### config.mk
export PLATFORM = sky130hd
export DESIGN_NAME = psm_div_cell
export DESIGN_NICKNAME = d
export VERILOG_FILES = /design/src/hw/rtl/psm_pkg.sv /design/src/hw/rtl/psm_div_cell.sv
export SDC_FILE = /design/constraint.sdc
export NUM_CORES = 2
export LEC_CHECK = 0
export BUFFER_PORTS_ARGS = -buffer_cell sky130_fd_sc_hd__buf_2
export CAP_MARGIN = 20
export CORE_AREA = 2 2 331 415
export CTS_BUF_LIST = sky130_fd_sc_hd__clkbuf_4 sky130_fd_sc_hd__clkbuf_8
export DETAILED_ROUTE_END_ITERATION = 16
export DIE_AREA = 0 0 333 417
export PLACE_DENSITY_LB_ADDON = 0.3
export RECOVER_POWER = 25
export SYNTH_ARGS = -nofsm -noshare
export SYNTH_HDL_FRONTEND = slang
export SYNTH_SLANG_ARGS = --single-unit
export TNS_END_PERCENT = 50
### constraint.sdc
create_clock -name clk -period 1.3 [get_ports clk]
set_input_delay 0.195 -clock clk [delete_from_list [all_inputs] [get_ports clk]]
set_output_delay 0.195 -clock clk [all_outputs]
set_load 0.05 [all_outputs]
### src/hw/rtl/psm_pkg.sv
// Shared types, register indexes and the scaled-division step of the source mapper.
package psm_pkg;

    localparam int DET_W  = 60;
    localparam int CFG_W  = 36;
    localparam int COORD_W = 16;

    typedef enum logic [2:0] {
        REG_ORIGIN_X      = 3'd0,
        REG_ORIGIN_Y      = 3'd1,
        REG_EDGE_U_X      = 3'd2,
        REG_EDGE_U_Y      = 3'd3,
        REG_EDGE_V_X      = 3'd4,
        REG_EDGE_V_Y      = 3'd5,
        REG_SOURCE_WIDTH  = 3'd6,
        REG_SOURCE_HEIGHT = 3'd7
    } cfg_reg_t;

    // One beat travelling down the division chain.
    typedef struct packed {
        logic                 valid;
        logic                 hit;
        logic [COORD_W-1:0]   x;
        logic [COORD_W-1:0]   y;
        logic [DET_W-1:0]     num_x;
        logic [DET_W-1:0]     num_y;
        logic [DET_W-1:0]     rem_x;
        logic [DET_W-1:0]     rem_y;
    } psm_item_t;

    typedef struct packed {
        logic [DET_W-1:0] rem;
        logic [1:0]       inc;
    } psm_step_t;

    // One bit of floor(num * mult / den): double the remainder, then add num
    // when the multiplier bit is set, each time folding back below den.
    function automatic psm_step_t psm_step(input logic [DET_W-1:0] rem,
                                           input logic [DET_W-1:0] num,
                                           input logic [DET_W-1:0] den,
                                           input logic             add_bit);
        logic [DET_W-1:0] gap_d;
        logic [DET_W-1:0] gap_n;
        logic [DET_W-1:0] r1;
        psm_step_t        res;
        gap_d   = den - rem;
        gap_n   = den - num;
        res.inc = 2'd0;
        if (rem >= gap_d)
        begin
            r1      = rem - gap_d;
            res.inc = 2'd1;
        end
        else
        begin
            r1 = rem + rem;
        end
        res.rem = r1;
        if (add_bit)
        begin
            if (r1 >= gap_n)
            begin
                res.rem = r1 - gap_n;
                res.inc = res.inc + 2'd1;
            end
            else
            begin
                res.rem = r1 + num;
            end
        end
        return res;
    endfunction

endpackage

### src/hw/rtl/psm_div_cell.sv
// One cell of the division chain: one quotient bit for each axis per beat.
module psm_div_cell
    import psm_pkg::*;
#(
    parameter int Q_W = 16
)
(
    input  logic                 clk,
    input  logic                 rst_n,
    input  logic                 adv,
    input  logic                 add_bit_x,
    input  logic                 add_bit_y,
    input  logic [DET_W-1:0]     den,
    input  psm_item_t            item_in,
    input  logic [Q_W-1:0]       q_x_in,
    input  logic [Q_W-1:0]       q_y_in,
    output psm_item_t            item_out,
    output logic [Q_W-1:0]       q_x_out,
    output logic [Q_W-1:0]       q_y_out
);

    psm_item_t      item_reg;
    psm_item_t      item_next;
    logic [Q_W-1:0] q_x_reg;
    logic [Q_W-1:0] q_y_reg;
    logic [Q_W-1:0] q_x_next;
    logic [Q_W-1:0] q_y_next;
    psm_step_t      sx;
    psm_step_t      sy;

    always_comb
    begin
        sx        = psm_step(item_in.rem_x, item_in.num_x, den, add_bit_x);
        sy        = psm_step(item_in.rem_y, item_in.num_y, den, add_bit_y);
        item_next = item_in;
        item_next.rem_x = sx.rem;
        item_next.rem_y = sy.rem;
        q_x_next  = {q_x_in[Q_W-2:0], 1'b0} + Q_W'(sx.inc);
        q_y_next  = {q_y_in[Q_W-2:0], 1'b0} + Q_W'(sy.inc);
    end

    always_ff @(posedge clk or negedge rst_n)
    begin
        if (!rst_n)
        begin
            item_reg <= '0;
            q_x_reg  <= '0;
            q_y_reg  <= '0;
        end
        else if (adv)
        begin
            item_reg <= item_next;
            q_x_reg  <= q_x_next;
            q_y_reg  <= q_y_next;
        end
    end

    assign item_out = item_reg;
    assign q_x_out  = q_x_reg;
    assign q_y_out  = q_y_reg;

endmodule

==> impl_metrics.toml <==
[cts]
clk_pin_slew_worst_paths_ns = 0.06
tritoncts_clock_tree = "built"
clock_tree.root_cell = "sky130_fd_sc_hd__clkbuf_8"
ctsHtreeMaxLevel = 2
max-clock-path-buffers = 3
clk_latency_ns = 0.73
numCtsBuffers = 53
cts.sinks = 306

[sta]
fin_worst_skew_ns = 0
final_count_of_negative_setup_slack_endpoints = 722
slew_at_the_pin_closest_to_its_max_slew_limit_ns = 0.896
grt_setup_unrepaired = "true"
final_min_period_over_clock_period = 7.16
finalWorstPathRequiredPeriod_ns = 9.31
max_freq_mhz = 107
timing.max_slew.rel_slack = 0.403
crit_path_setup_slack_layout_ns = -8.01
finalMaxSlewViolations = 0
finalHoldViolations = 0

[layout]
stdcell_count = 11301
design.final.nets = 10446
fin_area_mm2 = 0.0777
postLayoutCoreUtil = 0.576
layout_cells_sized_above_1 = 0.426
syn_to_final_growth_pct = 65.6

[setup_path]
crit_path_start_kind = "input port"
crit-reg2reg-capture = "item_out[175]$_DFFE_PN0P_"
critical_path_peak_fanout = 4
critPathArrivalTime_ns = 9.90
timing.rr.start = "item_out[175]$_DFFE_PN0P_"
worst_setup_path_startpoint = "den[0]"
cpMaxStageDelayCell = "sky130_fd_sc_hd__or4_4"
critical_path.endpoint_type = "register"
cp.required_ns = 1.89
rrSetupSlack_ns = -0.03
crit_path_end = "item_out[105]$_DFFE_PN0P_"
max_stage_delay_ns = 0.52
worstSetupPathType = "in -> reg"
r2r.worst_path.cells = 2

[route]
detail_route.iter0.violations = 3544
drt_drc_violations_left = 0
top_signal_layer_used = "met5"
vias = 59240
routed-wl-met3_mm = 12.4
route.antenna.remaining_nets = 0
routed_via_density = 5.24
routed_wirelength_mm = 219
firstDrtPassIters = 6
wire_length_on_met1_mm = 92.6
avgRoutedWirePerCell_um = 19.4
met2_length_mm = 102

[outcome]
failed_checks = "setup timing"
outcome = "finished, violations left"

[die]
fp.dieH_um = 417
initial_utilization = 0.348
die_area_mm2 = 0.139
die_w_um = 333
io_pins = 677
core_region_area_mm2 = 0.135
core.rowCount = 151

[power]
p_int_mw = 75.4
seqPwrFrac = 0.094
clock_power_share = 0.070
power.share.switching = 0.488
power_density_mw_per_mm2 = 1890
vdd.ir_drop.worst_uv = 1200
fin_total_pwr_mw = 147
p_switching_mw = 71.8
total_leakage_power_nw = 39.8
combinational_fraction_of_design_power = 0.835

[placed_design]
gpl.final_weighted_congestion = 0.985
placement.io_buffers = 674
dpl_cell_area_mm2 = 0.0712
dp_hpwl_mm = 182
place_worst_setup_slack_ns = -9.46
place.detailed.instances = 10857

[worst_hold_path]
min-delay-path-class = "in -> reg"

[synthesis]
yosys_register_bits = 306
postSynthNetCount = 7113
yosysSeqAreaShare = 0.163
synthesis.area_mm2 = 0.0469
post_synth_inst_count = 6144
synth_enable_flop_cells = 0
post_syn_area_per_cell_um2 = 7.64
synthArstFlopShare = 1.00
distinct_cell_type_count_of_the_synthesized_netlist = 116
most_instantiated_flip_flop_cell_in_the_synthesis_netlist = "sky130_fd_sc_hd__dfrtp_1"
syn_warnings = 0

[grt]
grt_use_total = 0.302
grt_pass1_wl_mm = 329
first_global_vias = 59402
grt_start_max_net_pins = 53
grt_overflow_total = 0
antenna_found_initial = 42

[flow_run]
maxCapViolCount = 0
state kept, by name (all words and copies together) (netlist names):
name	flops
item_out	274
q_x_out	16
q_y_out	16
synth_stat cells, types with 18 or more instances:
| master | instances | area (µm²) |
|---|---|---|
| sky130_fd_sc_hd__nor2_1 | 402 | 1510 |
| sky130_fd_sc_hd__o21bai_1 | 79 | 593 |
| sky130_fd_sc_hd__dfrtp_1 | 306 | 7660 |
| sky130_fd_sc_hd__maj3_1 | 18 | 180 |
| sky130_fd_sc_hd__a211o_1 | 19 | 166 |
| sky130_fd_sc_hd__a31oi_1 | 50 | 313 |
| sky130_fd_sc_hd__mux2_2 | 187 | 2110 |
| sky130_fd_sc_hd__clkbuf_1 | 173 | 649 |
| sky130_fd_sc_hd__a21oi_1 | 679 | 3400 |
| sky130_fd_sc_hd__and2_1 | 33 | 206 |
| sky130_fd_sc_hd__or2_2 | 18 | 113 |
| sky130_fd_sc_hd__nand3_1 | 159 | 796 |
| sky130_fd_sc_hd__o21ai_0 | 461 | 2310 |
| sky130_fd_sc_hd__or3_1 | 34 | 213 |
| sky130_fd_sc_hd__nor3_1 | 72 | 360 |
| sky130_fd_sc_hd__and3_1 | 67 | 419 |
| sky130_fd_sc_hd__buf_2 | 18 | 90.1 |
| sky130_fd_sc_hd__nand2_1 | 503 | 1890 |
| sky130_fd_sc_hd__a21o_1 | 358 | 2690 |
| sky130_fd_sc_hd__inv_1 | 428 | 1610 |
| sky130_fd_sc_hd__xnor2_1 | 309 | 2710 |
| sky130_fd_sc_hd__xor2_1 | 263 | 2300 |
| sky130_fd_sc_hd__o21ai_1 | 27 | 135 |
| sky130_fd_sc_hd__a211oi_1 | 55 | 413 |
| sky130_fd_sc_hd__nor2b_1 | 88 | 551 |
| sky130_fd_sc_hd__a21boi_0 | 21 | 158 |
| sky130_fd_sc_hd__nand4_1 | 63 | 394 |
| sky130_fd_sc_hd__a221oi_1 | 22 | 193 |
| sky130_fd_sc_hd__a31o_2 | 20 | 175 |
| sky130_fd_sc_hd__nand2b_1 | 98 | 613 |
| sky130_fd_sc_hd__o31ai_1 | 38 | 285 |
| sky130_fd_sc_hd__o211ai_1 | 80 | 601 |
| sky130_fd_sc_hd__o21a_1 | 65 | 488 |
| sky130_fd_sc_hd__ha_1 | 588 | 7360 |
worst max-delay path: cells and delay by family:
kind	cells	cell delay [ns]
AO/OA/AOI/OAI	29	5.41
XOR/XNOR	1	0.16
AND/OR/NAND/NOR	9	1.89
adder cells (fa/ha/maj)	4	1.05
buffers and inverters	10	1.16
layer usage:
metal | vias up | GRT usage
met5 | - | 0
met4 | 8 | 0.148
met3 | 476 | 0.0328
met2 | 1748 | 0.512
met1 | 27926 | 0.380
li1 | 29082 | -
timing repair:
| action | CTS | global route |
|---|---|---|
| endpoints found under the hold margin | 498 | 0 |
| cloned | 12 | 0 |
| pin swaps | 226 | 125 |
| setup buffers | 97 | 32 |
| setup endpoints to repair | 458 | 492 |
| gates resized for setup | 413 | 127 |
| hold buffers | 190 | 0 |
layout make-up:
type,instances,area [µm²]
fillers,12365,57200
multi-input cells,5199,39200
clock inverters,17,205
repair inverters,2,15.0
well taps,1759,2200
clock buffers,76,990
repair buffers,3484,25700
diodes,27,67.6
flip-flops and latches,306,7660
inverters,431,1660
cells in the final DEF, fill, tap and decap left out, types with 21 or more instances in the layout:
cell type,n
sky130_fd_sc_hd__a21oi_2,79
sky130_fd_sc_hd__buf_2,671
sky130_fd_sc_hd__o21ai_2,56
sky130_fd_sc_hd__o21a_1,62
sky130_fd_sc_hd__ha_1,562
sky130_fd_sc_hd__nand3_1,145
sky130_fd_sc_hd__dlygate4sd3_1,190
sky130_fd_sc_hd__nor3_1,65
sky130_fd_sc_hd__diode_2,27
sky130_fd_sc_hd__nand2b_1,97
sky130_fd_sc_hd__nand2_2,22
sky130_fd_sc_hd__buf_12,32
sky130_fd_sc_hd__and3_1,64
sky130_fd_sc_hd__and2_1,25
sky130_fd_sc_hd__o21bai_1,78
sky130_fd_sc_hd__a211oi_1,40
sky130_fd_sc_hd__or3_1,34
sky130_fd_sc_hd__a21oi_1,592
sky130_fd_sc_hd__nor2_1,384
sky130_fd_sc_hd__o21ai_1,88
sky130_fd_sc_hd__xnor2_1,304
sky130_fd_sc_hd__o21ai_0,332
sky130_fd_sc_hd__a21o_1,358
sky130_fd_sc_hd__buf_4,2547
sky130_fd_sc_hd__xor2_1,258
sky130_fd_sc_hd__nand2_1,476
sky130_fd_sc_hd__inv_1,415
sky130_fd_sc_hd__dfrtp_1,306
sky130_fd_sc_hd__nand4_1,63
sky130_fd_sc_hd__buf_6,21
sky130_fd_sc_hd__mux2_2,177
sky130_fd_sc_hd__nor2b_1,83
sky130_fd_sc_hd__a31oi_1,46
sky130_fd_sc_hd__o31ai_1,27
sky130_fd_sc_hd__clkbuf_8,67
sky130_fd_sc_hd__o211ai_1,80
cell families (layout without fill, tap and decap cells):
logic type      after synthesis  after routing  share of synthesized area
other cells                   0             27                          0
mux                         202            202                     0.0481
simple gates               1605           1605                      0.162
compound gates             2202           2202                      0.302
buf+inv                     639           4010                     0.0518
xor+xnor                    573            573                      0.107
fa+ha+maj                   617            617                      0.165
flops                       306            306                      0.163
worst min-delay path by stage:
stage / cells past startpoint / to / startpoint
after floorplan: 0 / item_out[0]$_DFFE_PN0P_ / rst_n
after global placement: 1 / q_x_out[6]$_DFFE_PN0P_ / rst_n
after detailed placement: 1 / q_x_out[6]$_DFFE_PN0P_ / rst_n
after CTS: 5 / item_out[84]$_DFFE_PN0P_ / item_in[83]
after global routing: 4 / item_out[98]$_DFFE_PN0P_ / add_bit_x
final: 4 / item_out[98]$_DFFE_PN0P_ / add_bit_x
power groups by stage:
| stage | combinational (mW) | sequential, mW | clock, mW |
|---|---|---|---|
| 6_report | 123 | 13.9 | 10.3 |
| 3_3_place_gp | 109 | 14.0 | 0 |
| 5_1_grt | 132 | 14.1 | 10.9 |
| 3_5_place_dp | 110 | 14.0 | 0 |
| 2_1_floorplan | 54.4 | 22.1 | 0 |
| 4_1_cts | 119 | 13.9 | 10.6 |
per-stage QoR:
stage,TNS (ns),hold WS (ns)
6_report,-1277.03,0.0947
5_1_grt,-1387.07,0.0690
4_1_cts,-1240.50,-0.0179
3_5_place_dp,-1389.74,0.0465
3_3_place_gp,-1374.02,0.0484
2_1_floorplan,-1175.92,-0.101
No activity file was read; power rests on OpenSTA's default activity.
